[config.mk]
export PLATFORM = sky130hd
export DESIGN_NAME = swt_ctrl
export DESIGN_NICKNAME = d
export VERILOG_FILES = /design/src/sv/swt_pkg.sv /design/src/sv/swt_ctrl.sv
export SDC_FILE = /design/constraint.sdc
export NUM_CORES = 1
export LEC_CHECK = 0
export BUFFER_PORTS_ARGS = -buffer_cell sky130_fd_sc_hd__buf_2
export CAP_MARGIN = 10
export CORE_AREA = 2 2 39 41
export CTS_BUF_LIST = sky130_fd_sc_hd__clkbuf_8
export DETAILED_ROUTE_END_ITERATION = 7
export DIE_AREA = 0 0 41 43
export PLACE_DENSITY_LB_ADDON = 0.08
export SLEW_MARGIN = 20
export SYNTH_ARGS = -nofsm -noshare
export SYNTH_HDL_FRONTEND = slang
export SYNTH_SLANG_ARGS = --single-unit
[constraint.sdc]
create_clock -name clk -period 1.7 [get_ports clk]
set_clock_uncertainty 0.1 [all_clocks]
set_input_delay 0.17 -clock clk [delete_from_list [all_inputs] [get_ports clk]]
set_output_delay 0.17 -clock clk [all_outputs]
set_load 0.005 [all_outputs]
[src/sv/swt_pkg.sv]
// ----------------------------------------------------------------------------
// Skeleton world transform package
// Shared constants, codes and types for the skeleton world transform unit.
// ----------------------------------------------------------------------------
package swt_pkg;

	localparam int MAX_BONES  = 1024;
	localparam int ADDR_W     = $clog2(MAX_BONES);
	localparam int CNT_W      = $clog2(MAX_BONES + 1);
	localparam int BONE_W     = 10;
	localparam int POS_W      = 32;
	localparam int QC_W       = 16;
	localparam int ENTRY_W    = 3 * POS_W + 4 * QC_W;

	localparam logic [15:0] ROOT_MARK = 16'hFFFF;

	typedef logic [1:0] err_t;
	localparam err_t ERR_OK    = 2'd0;
	localparam err_t ERR_ORDER = 2'd1;
	localparam err_t ERR_FULL  = 2'd2;

	// Commands from the controller to the datapath.
	typedef struct packed {
		logic load;
		logic rd;
		logic step1;
		logic step2;
		logic commit;
	} swt_cmd_t;

endpackage

[src/sv/swt_ctrl.sv]
// ----------------------------------------------------------------------------
// Skeleton world transform controller
// Sequences one bone through read, two arithmetic steps and commit.
// ----------------------------------------------------------------------------
module swt_ctrl import swt_pkg::*; (
	input  logic     clk,
	input  logic     arst_n,
	input  logic     in_valid,
	output logic     in_ready,
	output logic     out_valid,
	input  logic     out_ready,
	output swt_cmd_t cmd
);

	typedef enum logic [4:0] {
		ST_IDLE = 5'b00001,
		ST_READ = 5'b00010,
		ST_MUL1 = 5'b00100,
		ST_MUL2 = 5'b01000,
		ST_DONE = 5'b10000
	} state_t;

	state_t state_q;
	logic   out_valid_q;
	logic   slot_free;

	assign slot_free = !out_valid_q || out_ready;
	assign in_ready  = (state_q == ST_IDLE);
	assign out_valid = out_valid_q;

	always_comb begin
		cmd        = '0;
		cmd.load   = (state_q == ST_IDLE) && in_valid;
		cmd.rd     = (state_q == ST_READ);
		cmd.step1  = (state_q == ST_MUL1);
		cmd.step2  = (state_q == ST_MUL2);
		cmd.commit = (state_q == ST_DONE) && slot_free;
	end

	always_ff @(posedge clk or negedge arst_n) begin
		if (!arst_n) begin
			state_q     <= ST_IDLE;
			out_valid_q <= 1'b0;
		end else begin
			if (cmd.commit) begin
				out_valid_q <= 1'b1;
			end else if (out_ready) begin
				out_valid_q <= 1'b0;
			end
			case (state_q)
				ST_IDLE: begin
					if (in_valid) begin
						state_q <= ST_READ;
					end
				end
				ST_READ: state_q <= ST_MUL1;
				ST_MUL1: state_q <= ST_MUL2;
				ST_MUL2: state_q <= ST_DONE;
				ST_DONE: begin
					if (slot_free) begin
						state_q <= ST_IDLE;
					end
				end
				default: state_q <= ST_IDLE;
			endcase
		end
	end

	a_accept_reaches_done: assert property (@(posedge clk) disable iff (!arst_n)
		(in_valid && in_ready) |-> ##4 (state_q == ST_DONE))
		else $error("accepted bone did not reach the commit state in time");

	a_commit_shows_result: assert property (@(posedge clk) disable iff (!arst_n)
		cmd.commit |=> out_valid)
		else $error("commit did not present a result");

	a_wait_holds_done: assert property (@(posedge clk) disable iff (!arst_n)
		(state_q == ST_DONE && !slot_free) |=> (state_q == ST_DONE))
		else $error("left the commit state while the output was occupied");

endmodule

==> metrics.txt <==
hold slack=roughly 0.038 ns; violated checks=setup timing; DR DRC count=0; DRT antenna net count=0; first-pass GRT wire length=about 970 µm; CTS sink count=6; Arrival @ worst endpoint=between 1.5 and 2 ns; Final Util=between 30 and 40%; Required @ worst endpoint=roughly 1.4 ns; Hold Path Class=in2reg; CP peak stage delay=between 0.3 and 0.4 ns; worst slack, placed=roughly 0.055 ns; Mapped Nets=36; CTS Buffer Depth=2; Vias/cell=~4.3; IO Pins=11; initial antenna violation count=0; mean post-synth cell area=between 9 and 10 µm²; global route overflow=0; Final period util=108%; Port Buf Inserts=10; die width=41 µm; final setup fails=1; power per cell area=about 1600 mW/mm²; Worst setup SP type=register; crit-path cells=or3_4 -> or3b_4 -> a21oi_2 -> buf_2; gr usage total=between 8 and 9%; fin nets=57; TritonCTS clock tree=done; area grow syn2layout=53.2%; Max Clock Freq=roughly 550 MHz; H-Tree Depth=1; Avg WL per Cell=slightly below 10 µm; Max Slew Vio Count=0; Crit. End Element=output pin; via count=between 200 and 300; critical path type=reg2out; worst slew pin tran=0.271 ns; max-cap violations=0; initial core utilization=approximately 22%; synthesized cell area=roughly 310 µm²; ANT cells=0; Synth top area share=about two fifths; Tmin final=~1.8 ns; sequential element share of the synthesized area=approximately half; Die ar.=about 0.0018 mm²; vias in the first global route=around 240; clk slew on worst S/H paths=approximately 0.030 ns; CP max FO=2; Routed WL=between 600 and 700 µm; maximum number of pins on one net before global-route repair=8; outcome=finished, violations left; layout cells sized above 1=a little under half; Rel. slew slack=slightly above 80%; number of synthesized register bits=6; Ys Warns=0; core area=0.00138 mm²; Worst-Skew Late Latency=around 0.22 ns; DIE HEIGHT=43 µm; Max stage delay cell, worst path=or3b_4; DR iter-0 viols=2; clk root buf=clkbuf_8; Pleak=around 0.00025 µW; Worst VDD drop=0.815 mV; fill count=between 100 and 150; Mapped Cells=32; Final Hold Viols=0; cts bufs inserted=3; cell taking the most area after synthesis=dfrtp_1; RSZ-0062 raised after global routing=true; fin worst setup slack=-0.128 ns; Yosys cell types=19; DRT Pass-1 Iters=3; Core Rows=14; gpl congestion=0.671; dpl hpwl=between 400 and 500 µm; Synth area leaders=dfrtp_1, dfstp_2, and3_2
-- cells in the final DEF, fill, tap and decap left out, drive strengths merged --
master | Yosys | layout
or3 | 1 | 1
o211a | 1 | 1
nand2 | 1 | 1
or3b | 1 | 1
nand3 | 1 | 1
and2 | 2 | 2
buf | 0 | 15
nand4bb | 1 | 1
inv | 3 | 4
nor3 | 2 | 2
and3 | 2 | 2
clkbuf | 0 | 3
o22ai | 1 | 1
dfrtp | 5 | 5
nand2b | 1 | 1
xor2 | 1 | 1
a21oi | 2 | 2
dfstp | 1 | 1
dlygate4sd3 | 0 | 1
nor2 | 4 | 4
o21ai | 2 | 2
-- report_power, final --
part / switching (µW) / internal (µW) / total (µW)
Clock: 61.4 / 155 / 216
Combinational: 155 / 191 / 346
Sequential: 21.4 / 189 / 210
-- kinds of logic (layout without fill, tap and decap cells) --
kind of cell / Yosys count / after routing / synth area share (%)
AOI/OAI and AO/OA: 6 / 6 / 12.9
xor gates and xnor gates: 1 / 1 / 2.82
and+or+nand+nor: 16 / 16 / 31.9
DFF: 6 / 6 / 48.8
buffers and inverters: 3 / 23 / 3.63
-- synth_stat cells (all sizes together) --
library cell / instances
nor3: 2
a21oi: 2
o211a: 1
nand4bb: 1
and2: 2
or3b: 1
nand2b: 1
dfrtp: 5
and3: 2
o21ai: 2
nand2: 1
or3: 1
xor2: 1
o22ai: 1
dfstp: 1
inv: 3
nand3: 1
nor2: 4
-- cell type report --
| type | count | area [µm²] | share of cell area [%] |
|---|---|---|---|
| clock inverters | 1 | 3.75 | 0.789 |
| repair buffers | 16 | 97.6 | 20.5 |
| clock buffers | 3 | 41.3 | 8.68 |
| multi-input cells | 23 | 150 | 31.6 |
| well taps | 16 | 20.0 | 4.21 |
| flip-flops and latches | 6 | 151 | 31.8 |
| inverters | 3 | 11.3 | 2.37 |
-- flip-flops by register name, indices dropped and copies added (netlist names) --
register / flops
out_valid: 1
state_q: 5
-- layer usage --
layer,track usage [%],part of all wire (%)
met1,10.8,47
met2,10.9,46
met3,9.42,7.6
met4,2.00,0
met5,0,0
-- final timing paths --
path | from | end | slack (ns) | cells past startpoint
worst max-delay path | state_q[1]$_DFFE_PN0P_ | cmd[0] | -0.13 | 4
worst min-delay path | in_valid | state_q[0]$_DFFE_PN1P_ | 0.04 | 2
worst max register to register | state_q[1]$_DFFE_PN0P_ | out_valid$_DFFE_PN0P_ | 0.32 | 3
worst min register to register | out_valid$_DFFE_PN0P_ | out_valid$_DFFE_PN0P_ | 0.48 | 2
max in group asynchronous | arst_n | state_q[0]$_DFFE_PN1P_ | 1.07 | 2
min in group asynchronous | arst_n | state_q[2]$_DFFE_PN0P_ | 0.20 | 2
-- through the flow --
stage | setup TNS, ns | power (µW) | std cells | cell area [µm²]
after floorplan | 0 | 399 | 32 | 310
after global placement | 0 | 517 | 61 | 403
after detailed placement | 0 | 516 | 61 | 403
after CTS | -0.127 | 764 | 67 | 468
after global routing | -0.286 | 834 | 68 | 475
final | -0.128 | 772 | 68 | 475
-- worst max-delay path: cells and delay by family, from the launching register on --
family	cells	cell delay, ns
DFF	1	0.37
AOI/OAI and AO/OA	1	0.10
and+or+nand+nor	2	0.76
buffers and inverters	1	0.11
-- repair_timing --
| item | 4_1_cts | 5_1_grt |
|---|---|---|
| endpoints found under the hold margin | 6 | 0 |
| setup buffers | 1 | 1 |
| hold buffers | 1 | 0 |
| resized for setup | 1 | 0 |
| pin swaps | 2 | 0 |
| endpoints found under the setup margin | 1 | 2 |
(Power assumes the default switching activity.)
